**src/sv/multi_servo_linear_ramp_core_assert.svh**
```systemverilog
// ----------------------------------------------------------------------------
// Assertion macros for the multi-servo linear ramp core
// Shorthand for the concurrent checks at the end of the top level.
// ----------------------------------------------------------------------------
`ifndef MULTI_SERVO_LINEAR_RAMP_CORE_ASSERT_SVH
`define MULTI_SERVO_LINEAR_RAMP_CORE_ASSERT_SVH

// The consequent must hold in the same cycle as the antecedent.
`define MSR_ASSERT_HOLDS(lbl, clk, rst_n, ante, cons, msg) \
  lbl: assert property (@(posedge clk) disable iff (!rst_n) (ante) |-> (cons)) \
    else $error(msg);

// The consequent must hold in the cycle after the antecedent.
`define MSR_ASSERT_NEXT(lbl, clk, rst_n, ante, cons, msg) \
  lbl: assert property (@(posedge clk) disable iff (!rst_n) (ante) |=> (cons)) \
    else $error(msg);

`endif

```
**src/sv/msr_pkg.sv**
```systemverilog
// ----------------------------------------------------------------------------
// Multi-servo linear ramp package
// Beat types, fixed constants and the microcode table of the ramp sequencer.
// ----------------------------------------------------------------------------
package msr_pkg;

  localparam int unsigned OUT_CHANNELS = 8;
  localparam int unsigned MAX_CHANNELS = 16;
  localparam int unsigned DUTY_W       = 12;
  localparam int unsigned CHAN_W       = 4;
  localparam int unsigned TIME_W       = 16;
  localparam int unsigned RAMP_W       = 15;
  localparam int unsigned STEP_W       = 11;
  localparam int unsigned DIFF_W       = 12;
  localparam int unsigned PROD_W       = DIFF_W + STEP_W;
  localparam int unsigned SUM_W        = DUTY_W + 2;

  localparam logic [DUTY_W-1:0] PULSE_MIN  = 12'd500;
  localparam logic [DUTY_W-1:0] PULSE_MAX  = 12'd2500;
  localparam logic [DUTY_W-1:0] DUTY_RESET = 12'd1500;
  localparam logic [DUTY_W-1:0] DUTY_MAX   = 12'd4095;
  localparam logic [TIME_W-1:0] TIME_MIN   = 16'd20;
  localparam logic [TIME_W-1:0] TIME_MAX   = 16'd30000;
  localparam logic [RAMP_W-1:0] RAMP_RESET = 15'd2000;

  // Division by the 20 ms tick: drop two bits, then multiply by the
  // reciprocal of five. Exact for every 13-bit quarter value.
  localparam int unsigned    QTR_W       = RAMP_W - 2;
  localparam int unsigned    RECIP_W     = 16;
  localparam int unsigned    RECIP_SHIFT = 18;
  localparam int unsigned    RECIP_PW    = QTR_W + RECIP_W;
  localparam logic [RECIP_W-1:0] RECIP_FIVE = 16'd52429;

  typedef logic [DUTY_W-1:0]        duty_t;
  typedef logic [STEP_W-1:0]        step_t;
  typedef logic signed [DIFF_W-1:0] diff_t;

  typedef enum logic {
    OP_SET  = 1'b0,
    OP_TICK = 1'b1
  } op_e;

  typedef struct packed {
    logic              operation;
    logic [CHAN_W-1:0] channel;
    duty_t             pulse;
    logic [TIME_W-1:0] move_time;
  } in_item_t;

  typedef struct packed {
    duty_t duty_ch0;
    duty_t duty_ch1;
    duty_t duty_ch2;
    duty_t duty_ch3;
    duty_t duty_ch4;
    duty_t duty_ch5;
    duty_t duty_ch6;
    duty_t duty_ch7;
    logic  moving;
  } out_item_t;

  typedef struct packed {
    logic load;
    logic step;
  } div_ctl_t;

  // Microcode.
  localparam int unsigned UPC_W = 4;
  typedef logic [UPC_W-1:0] upc_t;

  typedef enum logic [3:0] {
    A_NOP      = 4'd0,
    A_ACCEPT   = 4'd1,
    A_SET      = 4'd2,
    A_LATCH    = 4'd3,
    A_DEC      = 4'd4,
    A_FINISH   = 4'd5,
    A_DIV_LOAD = 4'd6,
    A_DIV_STEP = 4'd7,
    A_WRITE    = 4'd8,
    A_PRESENT  = 4'd9
  } uact_e;

  typedef enum logic [3:0] {
    C_NEVER       = 4'd0,
    C_ALWAYS      = 4'd1,
    C_NO_ACCEPT   = 4'd2,
    C_IS_TICK     = 4'd3,
    C_NO_PENDING  = 4'd4,
    C_NO_ACTIVE   = 4'd5,
    C_STEPS_NZ    = 4'd6,
    C_DIV_BUSY    = 4'd7,
    C_MORE_CH     = 4'd8,
    C_OUT_BLOCKED = 4'd9
  } ucond_e;

  typedef struct packed {
    uact_e  act;
    ucond_e cond;
    upc_t   target;
  } uword_t;

  localparam upc_t UPC_FETCH    = 4'd0;
  localparam upc_t UPC_DISPATCH = 4'd1;
  localparam upc_t UPC_SET      = 4'd2;
  localparam upc_t UPC_CHK_PEND = 4'd3;
  localparam upc_t UPC_LATCH    = 4'd4;
  localparam upc_t UPC_CHK_ACT  = 4'd5;
  localparam upc_t UPC_DEC      = 4'd6;
  localparam upc_t UPC_CHK_END  = 4'd7;
  localparam upc_t UPC_FINISH   = 4'd8;
  localparam upc_t UPC_DIV_LOAD = 4'd9;
  localparam upc_t UPC_DIV_STEP = 4'd10;
  localparam upc_t UPC_WRITE    = 4'd11;
  localparam upc_t UPC_OUT      = 4'd12;

  // A step jumps to its target when its condition holds, else falls through.
  function automatic uword_t ucode_rom(input upc_t pc);
    uword_t w;
    w = '{act: A_NOP, cond: C_ALWAYS, target: UPC_FETCH};
    case (pc)
      UPC_FETCH:    w = '{act: A_ACCEPT,   cond: C_NO_ACCEPT,   target: UPC_FETCH};
      UPC_DISPATCH: w = '{act: A_NOP,      cond: C_IS_TICK,     target: UPC_CHK_PEND};
      UPC_SET:      w = '{act: A_SET,      cond: C_ALWAYS,      target: UPC_OUT};
      UPC_CHK_PEND: w = '{act: A_NOP,      cond: C_NO_PENDING,  target: UPC_CHK_ACT};
      UPC_LATCH:    w = '{act: A_LATCH,    cond: C_NEVER,       target: UPC_FETCH};
      UPC_CHK_ACT:  w = '{act: A_NOP,      cond: C_NO_ACTIVE,   target: UPC_OUT};
      UPC_DEC:      w = '{act: A_DEC,      cond: C_NEVER,       target: UPC_FETCH};
      UPC_CHK_END:  w = '{act: A_NOP,      cond: C_STEPS_NZ,    target: UPC_DIV_LOAD};
      UPC_FINISH:   w = '{act: A_FINISH,   cond: C_ALWAYS,      target: UPC_OUT};
      UPC_DIV_LOAD: w = '{act: A_DIV_LOAD, cond: C_NEVER,       target: UPC_FETCH};
      UPC_DIV_STEP: w = '{act: A_DIV_STEP, cond: C_DIV_BUSY,    target: UPC_DIV_STEP};
      UPC_WRITE:    w = '{act: A_WRITE,    cond: C_MORE_CH,     target: UPC_DIV_LOAD};
      UPC_OUT:      w = '{act: A_PRESENT,  cond: C_OUT_BLOCKED, target: UPC_OUT};
      default:      w = '{act: A_NOP,      cond: C_ALWAYS,      target: UPC_FETCH};
    endcase
    return w;
  endfunction

endpackage

```
**src/sv/msr_div.sv**
```systemverilog
// ----------------------------------------------------------------------------
// Serial divider
// Restoring unsigned division, one quotient bit per step.
// ----------------------------------------------------------------------------
module msr_div #(
  parameter int unsigned NUM_W = 23,
  parameter int unsigned DEN_W = 11
) (
  input  logic               clk_i,
  input  logic               rst_ni,
  input  msr_pkg::div_ctl_t  ctl_i,
  input  logic [NUM_W-1:0]   num_i,
  input  logic [DEN_W-1:0]   den_i,
  output logic [NUM_W-1:0]   quo_o,
  output logic               last_o
);

  localparam int unsigned CNT_W = $clog2(NUM_W);
  localparam logic [CNT_W-1:0] LAST_CNT = CNT_W'(NUM_W - 1);

  logic [NUM_W-1:0] quo_q, quo_d;
  logic [DEN_W-1:0] rem_q, rem_d;
  logic [CNT_W-1:0] cnt_q, cnt_d;
  logic [DEN_W:0]   trial;
  logic [DEN_W:0]   trial_sub;
  logic             fits;

  always_comb begin
    trial     = {rem_q, quo_q[NUM_W-1]};
    trial_sub = trial - {1'b0, den_i};
    fits      = (trial >= {1'b0, den_i});
    quo_d     = quo_q;
    rem_d     = rem_q;
    cnt_d     = cnt_q;
    if (ctl_i.load) begin
      quo_d = num_i;
      rem_d = '0;
      cnt_d = '0;
    end else if (ctl_i.step) begin
      quo_d = {quo_q[NUM_W-2:0], fits};
      rem_d = fits ? trial_sub[DEN_W-1:0] : trial[DEN_W-1:0];
      cnt_d = cnt_q + 1'b1;
    end
  end

  always_ff @(posedge clk_i or negedge rst_ni) begin
    if (!rst_ni) begin
      cnt_q <= '0;
    end else begin
      cnt_q <= cnt_d;
    end
  end

  always_ff @(posedge clk_i) begin
    quo_q <= quo_d;
    rem_q <= rem_d;
  end

  assign quo_o  = quo_q;
  assign last_o = (cnt_q == LAST_CNT);

endmodule

```
**src/sv/multi_servo_linear_ramp_core.sv**
```systemverilog
// ----------------------------------------------------------------------------
// Multi-servo linear ramp core
// Servo pulse-width ramp generator run by a small microcoded sequencer.
// ----------------------------------------------------------------------------
//
//   Channel | Direction | Handshake               | Beat
//   --------+-----------+-------------------------+-----------------------
//   in      | input     | in_valid_i / in_ready_o | msr_pkg::in_item_t
//   out     | output    | out_valid_o/out_ready_i | msr_pkg::out_item_t
//
// A set beat is accepted, checked and presented. A tick that advances a ramp
// runs the serial divider once per channel, one quotient bit per cycle for 23
// bits, and latches the new ramp first when it also starts one. The tick that
// ends a ramp puts every channel on its target, and an idle tick only presents
// the current duties.
// Reset puts every channel at 1500 us with no ramp running; no memory clear.
// A result waits in the output register while the next beat is taken in; the
// sequencer stalls only if a second result is ready before the first leaves.
//
module multi_servo_linear_ramp_core #(
  parameter int unsigned NUM_CHANNELS = 8
) (
  input  logic                clk_i,
  input  logic                rst_ni,
  input  logic                in_valid_i,
  output logic                in_ready_o,
  input  msr_pkg::in_item_t   in_item_i,
  output logic                out_valid_o,
  input  logic                out_ready_i,
  output msr_pkg::out_item_t  out_item_o
);

`include "multi_servo_linear_ramp_core_assert.svh"

  localparam int unsigned CH_W  = (NUM_CHANNELS > 1) ? $clog2(NUM_CHANNELS) : 1;
  localparam int unsigned CHC_W = msr_pkg::CHAN_W + 1;
  localparam logic [CH_W-1:0]  LAST_CH = CH_W'(NUM_CHANNELS - 1);
  localparam logic [CHC_W-1:0] NUM_CH  = CHC_W'(NUM_CHANNELS);

  // Sequencer state.
  msr_pkg::upc_t   pc_q, pc_d;
  msr_pkg::uword_t uw;
  logic            jump;

  // Ramp state. Every channel keeps its duty, target and the difference
  // latched when the ramp started.
  msr_pkg::duty_t  cur_q    [NUM_CHANNELS];
  msr_pkg::duty_t  cur_d    [NUM_CHANNELS];
  msr_pkg::duty_t  target_q [NUM_CHANNELS];
  msr_pkg::duty_t  target_d [NUM_CHANNELS];
  msr_pkg::diff_t  diff_q   [NUM_CHANNELS];
  msr_pkg::diff_t  diff_d   [NUM_CHANNELS];
  logic [msr_pkg::RAMP_W-1:0] ramp_time_q, ramp_time_d;
  logic            pending_q, pending_d;
  logic            active_q, active_d;
  msr_pkg::step_t  total_q, total_d;
  msr_pkg::step_t  steps_left_q, steps_left_d;
  logic [CH_W-1:0] ch_q, ch_d;
  logic            neg_q, neg_d;

  // Input beat and output register.
  msr_pkg::in_item_t  in_q;
  msr_pkg::out_item_t out_q, out_d;
  logic               out_valid_q, out_valid_d;
  logic               out_blocked;

  // Datapath signals.
  logic                          chan_ok;
  logic                          pulse_ok;
  logic [msr_pkg::TIME_W-1:0]    time_clamped;
  logic [msr_pkg::RECIP_PW-1:0]  recip_prod;
  msr_pkg::step_t                steps_calc;
  msr_pkg::diff_t                diff_sel;
  logic [msr_pkg::DIFF_W-1:0]    diff_mag;
  logic [msr_pkg::PROD_W-1:0]    div_num;
  logic [msr_pkg::PROD_W-1:0]    div_quo;
  logic                          div_last;
  msr_pkg::div_ctl_t             div_ctl;
  logic [msr_pkg::DIFF_W-1:0]    q_mag;
  logic signed [msr_pkg::SUM_W-1:0] q_signed;
  logic signed [msr_pkg::SUM_W-1:0] duty_sum;
  msr_pkg::duty_t                duty_sat;
  msr_pkg::duty_t                dut [msr_pkg::MAX_CHANNELS];

  // The control word for the current step comes straight from the table.
  assign uw         = msr_pkg::ucode_rom(pc_q);
  assign in_ready_o = (uw.act == msr_pkg::A_ACCEPT);
  assign out_blocked = out_valid_q && !out_ready_i;

  // Branch conditions.
  always_comb begin
    case (uw.cond)
      msr_pkg::C_NEVER:       jump = 1'b0;
      msr_pkg::C_ALWAYS:      jump = 1'b1;
      msr_pkg::C_NO_ACCEPT:   jump = !in_valid_i;
      msr_pkg::C_IS_TICK:     jump = (in_q.operation == msr_pkg::OP_TICK);
      msr_pkg::C_NO_PENDING:  jump = !pending_q;
      msr_pkg::C_NO_ACTIVE:   jump = !active_q;
      msr_pkg::C_STEPS_NZ:    jump = (steps_left_q != '0);
      msr_pkg::C_DIV_BUSY:    jump = !div_last;
      msr_pkg::C_MORE_CH:     jump = (ch_q != LAST_CH);
      msr_pkg::C_OUT_BLOCKED: jump = out_blocked;
      default:                jump = 1'b0;
    endcase
    pc_d = jump ? uw.target : pc_q + 1'b1;
  end

  // A set is valid only for an existing channel and an in-range pulse; the
  // move time is clamped into the legal window.
  always_comb begin
    chan_ok  = ({1'b0, in_q.channel} < NUM_CH);
    pulse_ok = (in_q.pulse >= msr_pkg::PULSE_MIN) && (in_q.pulse <= msr_pkg::PULSE_MAX);
    if (in_q.move_time < msr_pkg::TIME_MIN) begin
      time_clamped = msr_pkg::TIME_MIN;
    end else if (in_q.move_time > msr_pkg::TIME_MAX) begin
      time_clamped = msr_pkg::TIME_MAX;
    end else begin
      time_clamped = in_q.move_time;
    end
  end

  // Step count is the ramp time over the 20 ms tick period. The time is first
  // divided by four with a shift, then by five through the reciprocal.
  assign recip_prod = msr_pkg::RECIP_PW'(ramp_time_q[msr_pkg::RAMP_W-1:2])
                    * msr_pkg::RECIP_PW'(msr_pkg::RECIP_FIVE);
  assign steps_calc = recip_prod[msr_pkg::RECIP_SHIFT +: msr_pkg::STEP_W];

  // The divider sees the magnitude of difference times remaining steps; the
  // sign is kept aside so the quotient truncates toward zero.
  assign diff_sel = diff_q[ch_q];
  assign diff_mag = diff_sel[msr_pkg::DIFF_W-1] ? msr_pkg::DIFF_W'(-diff_sel)
                                                : msr_pkg::DIFF_W'(diff_sel);
  assign div_num  = msr_pkg::PROD_W'(diff_mag) * msr_pkg::PROD_W'(steps_left_q);
  assign div_ctl  = '{load: (uw.act == msr_pkg::A_DIV_LOAD),
                      step: (uw.act == msr_pkg::A_DIV_STEP)};

  msr_div #(
    .NUM_W (msr_pkg::PROD_W),
    .DEN_W (msr_pkg::STEP_W)
  ) u_div (
    .clk_i  (clk_i),
    .rst_ni (rst_ni),
    .ctl_i  (div_ctl),
    .num_i  (div_num),
    .den_i  (total_q),
    .quo_o  (div_quo),
    .last_o (div_last)
  );

  // New duty for the channel in hand: target plus the signed, scaled
  // difference, saturated to the 12-bit range. A zero step count, which
  // cannot happen after a valid set, contributes nothing.
  always_comb begin
    q_mag    = (total_q == '0) ? '0 : div_quo[msr_pkg::DIFF_W-1:0];
    q_signed = neg_q ? -msr_pkg::SUM_W'(q_mag) : msr_pkg::SUM_W'(q_mag);
    duty_sum = $signed(msr_pkg::SUM_W'(target_q[ch_q])) + q_signed;
    if (duty_sum < 0) begin
      duty_sat = '0;
    end else if (duty_sum > $signed(msr_pkg::SUM_W'(msr_pkg::DUTY_MAX))) begin
      duty_sat = msr_pkg::DUTY_MAX;
    end else begin
      duty_sat = duty_sum[msr_pkg::DUTY_W-1:0];
    end
  end

  // Channels that do not exist report zero.
  always_comb begin
    for (int k = 0; k < msr_pkg::MAX_CHANNELS; k++) begin
      dut[k] = '0;
    end
    for (int i = 0; i < NUM_CHANNELS; i++) begin
      dut[i] = cur_q[i];
    end
  end

  // Actions of the control word.
  always_comb begin
    cur_d        = cur_q;
    target_d     = target_q;
    diff_d       = diff_q;
    ramp_time_d  = ramp_time_q;
    pending_d    = pending_q;
    active_d     = active_q;
    total_d      = total_q;
    steps_left_d = steps_left_q;
    ch_d         = ch_q;
    neg_d        = neg_q;
    out_d        = out_q;
    out_valid_d  = out_valid_q && !out_ready_i;

    case (uw.act)
      msr_pkg::A_SET: begin
        if (chan_ok && pulse_ok) begin
          for (int i = 0; i < NUM_CHANNELS; i++) begin
            if (in_q.channel == msr_pkg::CHAN_W'(i)) begin
              target_d[i] = in_q.pulse;
            end
          end
          ramp_time_d = time_clamped[msr_pkg::RAMP_W-1:0];
          pending_d   = 1'b1;
        end
      end
      msr_pkg::A_LATCH: begin
        // Start a fresh ramp from wherever the channels are now.
        pending_d    = 1'b0;
        active_d     = 1'b1;
        total_d      = steps_calc;
        steps_left_d = steps_calc;
        for (int i = 0; i < NUM_CHANNELS; i++) begin
          diff_d[i] = msr_pkg::diff_t'(cur_q[i] - target_q[i]);
        end
      end
      msr_pkg::A_DEC: begin
        steps_left_d = steps_left_q - 1'b1;
        ch_d         = '0;
      end
      msr_pkg::A_FINISH: begin
        // Last step of a ramp: every channel lands on its target.
        cur_d    = target_q;
        active_d = 1'b0;
      end
      msr_pkg::A_DIV_LOAD: begin
        neg_d = diff_sel[msr_pkg::DIFF_W-1];
      end
      msr_pkg::A_WRITE: begin
        cur_d[ch_q] = duty_sat;
        if (ch_q != LAST_CH) begin
          ch_d = ch_q + 1'b1;
        end
      end
      msr_pkg::A_PRESENT: begin
        if (!out_blocked) begin
          out_d.duty_ch0 = dut[0];
          out_d.duty_ch1 = dut[1];
          out_d.duty_ch2 = dut[2];
          out_d.duty_ch3 = dut[3];
          out_d.duty_ch4 = dut[4];
          out_d.duty_ch5 = dut[5];
          out_d.duty_ch6 = dut[6];
          out_d.duty_ch7 = dut[7];
          out_d.moving   = active_q;
          out_valid_d    = 1'b1;
        end
      end
      default: begin
      end
    endcase
  end

  always_ff @(posedge clk_i or negedge rst_ni) begin
    if (!rst_ni) begin
      pc_q         <= msr_pkg::UPC_FETCH;
      for (int i = 0; i < NUM_CHANNELS; i++) begin
        cur_q[i]    <= msr_pkg::DUTY_RESET;
        target_q[i] <= msr_pkg::DUTY_RESET;
        diff_q[i]   <= '0;
      end
      ramp_time_q  <= msr_pkg::RAMP_RESET;
      pending_q    <= 1'b0;
      active_q     <= 1'b0;
      total_q      <= '0;
      steps_left_q <= '0;
      ch_q         <= '0;
      out_valid_q  <= 1'b0;
    end else begin
      pc_q         <= pc_d;
      cur_q        <= cur_d;
      target_q     <= target_d;
      diff_q       <= diff_d;
      ramp_time_q  <= ramp_time_d;
      pending_q    <= pending_d;
      active_q     <= active_d;
      total_q      <= total_d;
      steps_left_q <= steps_left_d;
      ch_q         <= ch_d;
      out_valid_q  <= out_valid_d;
    end
  end

  always_ff @(posedge clk_i) begin
    if (in_valid_i && in_ready_o) begin
      in_q <= in_item_i;
    end
    neg_q <= neg_d;
    out_q <= out_d;
  end

  assign out_valid_o = out_valid_q;
  assign out_item_o  = out_q;

  // Between beats a running ramp always has steps left, and fewer than it
  // started with.
  `MSR_ASSERT_HOLDS(a_ramp_steps_in_range, clk_i, rst_ni,
    (pc_q == msr_pkg::UPC_FETCH) && active_q,
    (steps_left_q != '0) && (steps_left_q < total_q), "ramp step count out of range")

  // The divider never runs against a zero step count.
  `MSR_ASSERT_HOLDS(a_div_nonzero, clk_i, rst_ni,
    pc_q == msr_pkg::UPC_DIV_STEP, total_q != '0, "division by zero step count")

  // The scaled difference always fits in the width of the difference itself.
  `MSR_ASSERT_HOLDS(a_quotient_fits, clk_i, rst_ni,
    pc_q == msr_pkg::UPC_WRITE, div_quo[msr_pkg::PROD_W-1:msr_pkg::DIFF_W] == '0,
    "ramp quotient overflow")

  // A presented result shows up on the port with the ramp flag of that moment.
  `MSR_ASSERT_NEXT(a_present_lands, clk_i, rst_ni,
    (uw.act == msr_pkg::A_PRESENT) && !out_blocked,
    out_valid_o && (out_item_o.moving == $past(active_q)), "result beat not presented")

endmodule
```
**config.mk**
```make
export PLATFORM = sky130hd
export DESIGN_NAME = multi_servo_linear_ramp_core
export DESIGN_NICKNAME = d
export VERILOG_FILES = /design/src/sv/msr_pkg.sv /design/src/sv/msr_div.sv /design/src/sv/multi_servo_linear_ramp_core.sv
export VERILOG_INCLUDE_DIRS = /design/src /design/src/sv
export SDC_FILE = /design/constraint.sdc
export NUM_CORES = 2
export LEC_CHECK = 0
export ABC_CLOCK_PERIOD_IN_PS = 7850
export BUFFER_PORTS_ARGS = -buffer_cell sky130_fd_sc_hd__buf_2
export CAP_MARGIN = 15
export CELL_PAD_IN_SITES_DETAIL_PLACEMENT = 2
export CELL_PAD_IN_SITES_GLOBAL_PLACEMENT = 2
export CORE_ASPECT_RATIO = 0.8
export CORE_MARGIN = 2
export CORE_UTILIZATION = 42
export CTS_CLUSTER_DIAMETER = 120
export DETAILED_ROUTE_END_ITERATION = 6
export GPL_TIMING_DRIVEN = 0
export PLACE_DENSITY = 0.85
export SLEW_MARGIN = 10
export SYNTH_ARGS = -nofsm -noshare
export SYNTH_HDL_FRONTEND = slang
export SYNTH_SLANG_ARGS = --single-unit
```
**constraint.sdc**
```tcl
create_clock -name clk_i -period 7.85 [get_ports clk_i]
set_clock_uncertainty 0.05 [all_clocks]
set_input_delay 2.355 -clock clk_i [delete_from_list [all_inputs] [get_ports clk_i]]
set_output_delay 2.355 -clock clk_i [all_outputs]
set_load 0.02 [all_outputs]
```
; ---- Yosys cells after proc, flatten, opt, wreduce, memory -nomap -nowiden
; Memories as Yosys holds them, arrays and structs flattened.
; Cells that the tools add are included.
[totals]
regBits = 505
n_memories = 1
mem_bits_ro = 192
inputBits = 37
[memory_table]
columns = memory, depth, width, rd, rd_clocked_by_memory_dff, wr, line
row1 = (name not given), 16, 12, 1, 0, 0, msr_pkg.sv:121  ; case (pc)
[op_classes]
reduce_logical = 31
n_eq_ne = 29
add_sub_neg = 16
n_mul = 2
n_bitwise = 2
magnitude_cmp = 10
mux = 31
[ops]
columns = cell, count
row1 = $pmux W96 S2, 1
row2 = $mux W12, 9
row3 = $bwmux W96, 1
row4 = $sub A12 B12 Y12, 8
row5 = $bmux W12 S3, 2
row6 = $eq A4 B3 Y1 const B, 12
row7 = $mux W23, 2
row8 = $demux W12 S3, 1
row9 = $mux W15, 2
row10 = $mul A13 B16 Y29 const B, 1
row11 = $eq A4 B2 Y1 const B, 6
row12 = $reduce_and A3 Y1, 8
row13 = $mul A12 B11 Y23, 1
row14 = $pmux W11 S2, 1
row15 = $eq A4 B4 Y1 const B, 4
row16 = $gt A16 B15 Y1 const B, 1
row17 = $lt A16 B5 Y1 const B, 1
row18 = $add A13 B14 Y14, 1
row19 = $gt A14 B13 Y1 const B, 1
row20 = $lt A14 B1 Y1 const B, 1
row21 = $mux W14, 1
row22 = $neg A12 Y14, 1
row23 = $eq A4 B1 Y1 const B, 3
row24 = $ge A12 B11 Y1, 1
row25 = 31 further kinds, 51

; ---- Longest topological paths before layout
[logic_depth]
word_depth = 10
ltp_mapped = 29

; ---- Cells and area by module
; A second synthesis with hierarchy kept.
[unflattened]
hier_cells = 3378
area_unflattened_um2 = 34438.0
[modules_own_cells]
columns = module, n_inst, area_each_um2, cells_per_inst
row1 = multi_servo_linear_ramp_core, 1, 32079.5, 3168
row2 = msr_div, 1, 2358.5, 210

; ---- Worst setup path before layout
; OpenSTA, ideal clock, no wires.
[synth_path]
path_kind = input -> register
from = input port out_ready_i
to = register out_q, in the netlist out_item_o[0] (enable)
setup_ns = 0.564
arrival_ns = 6.777
setup_slack_ns = 0.458
n_path_buf = 0
stages = 2
path_cell_list = nand2b_1 > nor2b_1
[synth_between]
elab_chain_cells = 4
[synth_lines]
columns = item, line
row1 = start: declaration, multi_servo_linear_ramp_core.sv:29  ; input logic out_ready_i,
row2 = $logic_not A1 Y1, multi_servo_linear_ramp_core.sv:88  ; assign out_blocked = out_valid_q && !out_ready_i;
row3 = $logic_and A1 B1 Y1, multi_servo_linear_ramp_core.sv:88
row4 = $not A1 Y1 (no source line), n/a
row5 = $reduce_and A2 Y1 (no source line), n/a
row6 = end signal: assignment, multi_servo_linear_ramp_core.sv:285  ; out_q <= out_d;
row7 = end: declaration, multi_servo_linear_ramp_core.sv:63  ; msr_pkg::out_item_t out_q, out_d;
; No other way between the ends.
; A chain may end at the register's enable or synchronous reset.

; ---- Final worst setup path
[layout_path]
from = register ch_q[0]
to = register u_div.quo_q[22], in the netlist u_div.quo_o[22], data pin
[layout_between]
elab_chain_cells = 8
[layout_lines]
columns = item, line
row1 = start: declaration, multi_servo_linear_ramp_core.sv:58  ; logic [CH_W-1:0] ch_q, ch_d;
row2 = start signal: assignment, multi_servo_linear_ramp_core.sv:275  ; ch_q <= ch_d;
row3 = $not A3 Y4 (implied by the code) (*), multi_servo_linear_ramp_core.sv:130  ; assign diff_sel = diff_q[ch_q];
row4 = $bmux W12 S3 (*), multi_servo_linear_ramp_core.sv:130
row5 = $mux W12 (implied by the code) (*) (2 in a row), multi_servo_linear_ramp_core.sv:130
row6 = $neg A12 Y12, multi_servo_linear_ramp_core.sv:131  ; assign diff_mag = diff_sel[msr_pkg::DIFF_W-1] ? msr_pkg::DIFF_W'(-diff_sel)
row7 = $mux W12 (*), multi_servo_linear_ramp_core.sv:131
row8 = $mul A12 B11 Y23 (*), multi_servo_linear_ramp_core.sv:133  ; assign div_num = msr_pkg::PROD_W'(diff_mag) * msr_pkg::PROD_W'(steps_left_q);
row9 = $mux W23 (*), msr_div.sv:35  ; if (ctl_i.load) begin
row10 = named net u_div.quo_d[22], msr_div.sv:21  ; logic [NUM_W-1:0] quo_q, quo_d;
row11 = end signal: assignment, msr_div.sv:55  ; quo_q <= quo_d;
row12 = end: declaration, msr_div.sv:21
; Mark *: on every way through the listed nets, which the timed path passes. The rest lies on a longest branch. The select of a mux whose other input is x is not followed.

==> results.cfg <==
[logic_synthesis]
synth_top_cell_area_share = 0.161
syn-cell-area_um2 = 34200
synthMuxAreaShare = 0.0483
synth_ff_type = dfrtp_1
syn_avg_cell_area_um2 = 10.1
synth_xor_area_frac = 0.0243
synth_edf_count = 154
synth_top_family_by_area = adder cells
synth_compound_area_frac = 0.155
synth.ff_latch_count = 503
async_reset_ff_frac = 0.672
ys_seq_area_frac = 0.393
yosys.area_share.simple = 0.136
ys_types = 93
synth.area.top_cells = dfrtp_1 (16%), edfxtp_1 (14%), ha_1 (9.8%), dfstp_2 (9.1%), fa_1 (8.6%)
synth_cells = 3403
synth_fa_ha_area_frac = 0.184
synth_top_area_cell = dfrtp_1
syn_nets = 3854
ys_warn_count = 0

[clock_tree]
cts.hold.buffers_added = 0
cts-htree-levels = 2
insertion_delay_ns = 0.69
cts_tree = built
clk_pin_slew_worst_paths_ns = 0.07
cts_sinks = 503
clockRootBuffer = clkbuf_16
cts_buffers = 56
cts_buffer_depth = 3

[route]
drt_iter0_markers = 3359
wl_mm = 163
wl_per_cell_um = 34.1
vias = 31009
drcViolationCount = 0
drt_pass1_iterations = 5
ant_nets = 0
vias_per_cell = 6.49

[die]
coreArea_um2 = 80600
rows = 93
die_w_um = 323
fp.dieH_um = 259
floorplan.initialDensity = 0.425
die_area_um2 = 83800
boundaryPins = 136

[run_status]
status = complete, but fails checks
violations = setup timing

[sta]
slew_violations = 0
maxSlewHeadroom = 0.0930
setup_tns_ns = -1.74
layout_setup_ws_ns = -0.285
hold_ws_ns = 0.411
hold_violations = 0
worst_pin_slew_ns = 1.36
period_share = 1.04
setup_viol = 9
max_freq_mhz = 123
finalCriticalPeriod_ns = 8.13

[placement]
place_congestion = 0.950
dp_slack_ns = -1.28
place_hpwl_mm = 112
port_buffers = 135

[setup_path]
critPathCaptureType = flop
r2r_setup_slack_ns = -0.28
cpPeakStageDelay_ns = 0.65
worst-path-max-fanout = 10
r2r_cells = 27
r2r-start = ch_q[0]
crit_arrival_ns = 8.45
crit_slowest_cell = fa_1
reg2reg_to = u_div.quo_o[22]
cp.required_ns = 8.16
criticalPathCategory = flop to flop
crit_path_frequent_cell = fa_1
start_kind = flop

[min_path]
hold_path_class = flop to flop
worstHoldPathCells = 0
hold_start = cur_q[72]
holdPathEnd = out_item_o[73]

[grt]
grt_pass1_vias = 33461
grt_pass1_wl_mm = 227
grt_max_degree = 105
antenna_found_initial = 11
overflow = 0
grt_usage = 0.368

[final_layout]
n_fill_cell = 8271
area_growth_pct = 13.8
post-route-util = 0.483
drive_gt1_frac = 0.158
fin_nets = 4088

[flow_run]
cap_violations = 0
logic make-up after synthesis:
family / after synthesis
AND/OR/NAND/NOR: 970
AO/OA/AOI/OAI: 809
buffers and inverters: 511
flip-flops: 503
adder cells (fa/ha/maj): 414
multiplexers: 101
XOR/XNOR: 95
registers in the layout, indices dropped and copies added, names as in the netlist:
register	cells
out_item_o	97
cur_q	96
diff_q	96
target_q	96
in_q	33
u_div.quo_o	23
ramp_time_q	13
steps_left_q	11
total_q	11
u_div.rem_q	11
u_div.cnt_q	5
pc_q	4
ch_q	3
active_q	1
neg_q	1
out_valid_o	1
pending_q	1
worst max path at each step:
stage / to / cells past startpoint / slack (ns) / startpoint
finish: u_div.quo_o[22] / 27 / -0.28 / ch_q[0]
global route: u_div.quo_o[14] / 28 / -0.41 / ch_q[0]
CTS: u_div.quo_o[18] / 28 / 0.01 / ch_q[1]
detailed placement: u_div.quo_o[21] / 25 / -1.28 / ch_q[1]
global placement: cur_q[85] / 1 / -2.69 / rst_ni
floorplan: out_item_o[0] / 2 / 0.46 / out_ready_i
layout by cell type (no fill, tap or decap), drive strengths merged, types with 40 or more instances in the layout:
cell type,count
a211oi,59
a21oi,154
and2,73
buf,225
clkbuf,181
dfrtp,220
dfstp,118
edfxtp,154
fa,147
ha,267
inv,360
mux4,48
nand2,386
nand3,94
nor2,131
nor3,93
o211ai,82
o21a,49
o21ai,277
o31ai,48
or3,40
xnor2,55
xor2,40
critical path, delay by kind of cell (launching register included):
family	cells	cell delay, ns
AOI/OAI and AO/OA	4	0.96
buffers and inverters	7	0.88
and+or+nand+nor	7	1.35
muxes	2	0.97
DFF	1	0.46
xor gates and xnor gates	1	0.22
adders and majority gates	6	2.93
stage by stage:
step | instance area [um2] | instances
finish | 39000 | 4778
global route | 39000 | 4777
CTS | 38600 | 4755
detailed placement | 36500 | 4644
global placement | 36300 | 4630
floorplan | 34200 | 3403
final cells by class:
type / count / area (um2) / share of cell area
multi-input combinational: 2389 / 19000 / 0.486
buffer: 154 / 815 / 0.0209
clock inverter: 25 / 245 / 0.00629
inverter: 355 / 1330 / 0.0342
antenna: 1 / 2.50 / 0.0000642
tap: 1092 / 1370 / 0.0351
clock buffer: 81 / 1640 / 0.0420
sequential: 503 / 13500 / 0.345
timing repair buffer: 178 / 1180 / 0.0302
synthesized netlist by cell type, types with 8 or more instances:
cell type / instances
inv_1: 353
nor4_1: 14
o211ai_1: 82
nand4_1: 12
o21ai_4: 12
o2111ai_1: 8
o221ai_1: 8
or4_1: 8
dfxtp_1: 11
xnor2_1: 55
a21boi_0: 22
or3_1: 38
nand2_1: 386
a21o_1: 24
o21a_1: 49
a31oi_1: 16
o311ai_0: 11
a21oi_1: 153
o31ai_1: 48
ha_1: 267
nor3b_1: 11
and2_1: 73
and3_1: 12
mux2_2: 31
edfxtp_1: 154
mux4_2: 48
nand3_1: 92
a211oi_1: 50
dfstp_2: 118
a211oi_2: 9
nor2_1: 131
nor3_1: 91
xor2_1: 40
dfrtp_1: 220
fa_1: 147
clkbuf_1: 99
buf_1: 18
o21ai_0: 263
buf_2: 20
nand2b_1: 32
nor2b_1: 39
mux2i_1: 20
routing by layer:
layer / global-route usage / routed length [um] / up-vias
met4: 0.189 / 10800 / 8
met2: 0.565 / 72200 / 1883
li1: - / - / 12429
met1: 0.468 / 62400 / 15995
met5: 0 / 56 / -
met3: 0.112 / 17700 / 694
repair_timing:
action | CTS | global route
setup endpoints to repair | 14 | 9
gates cloned | 0 | 2
buffers inserted | 6 | 18
pin swaps | 2 | 14
resized for setup | 40 | 42
hold endpoints to repair | 0 | 0
Power is not shown: default switching activity piles up to over one toggle a cycle in this logic, so the estimate is an artifact.
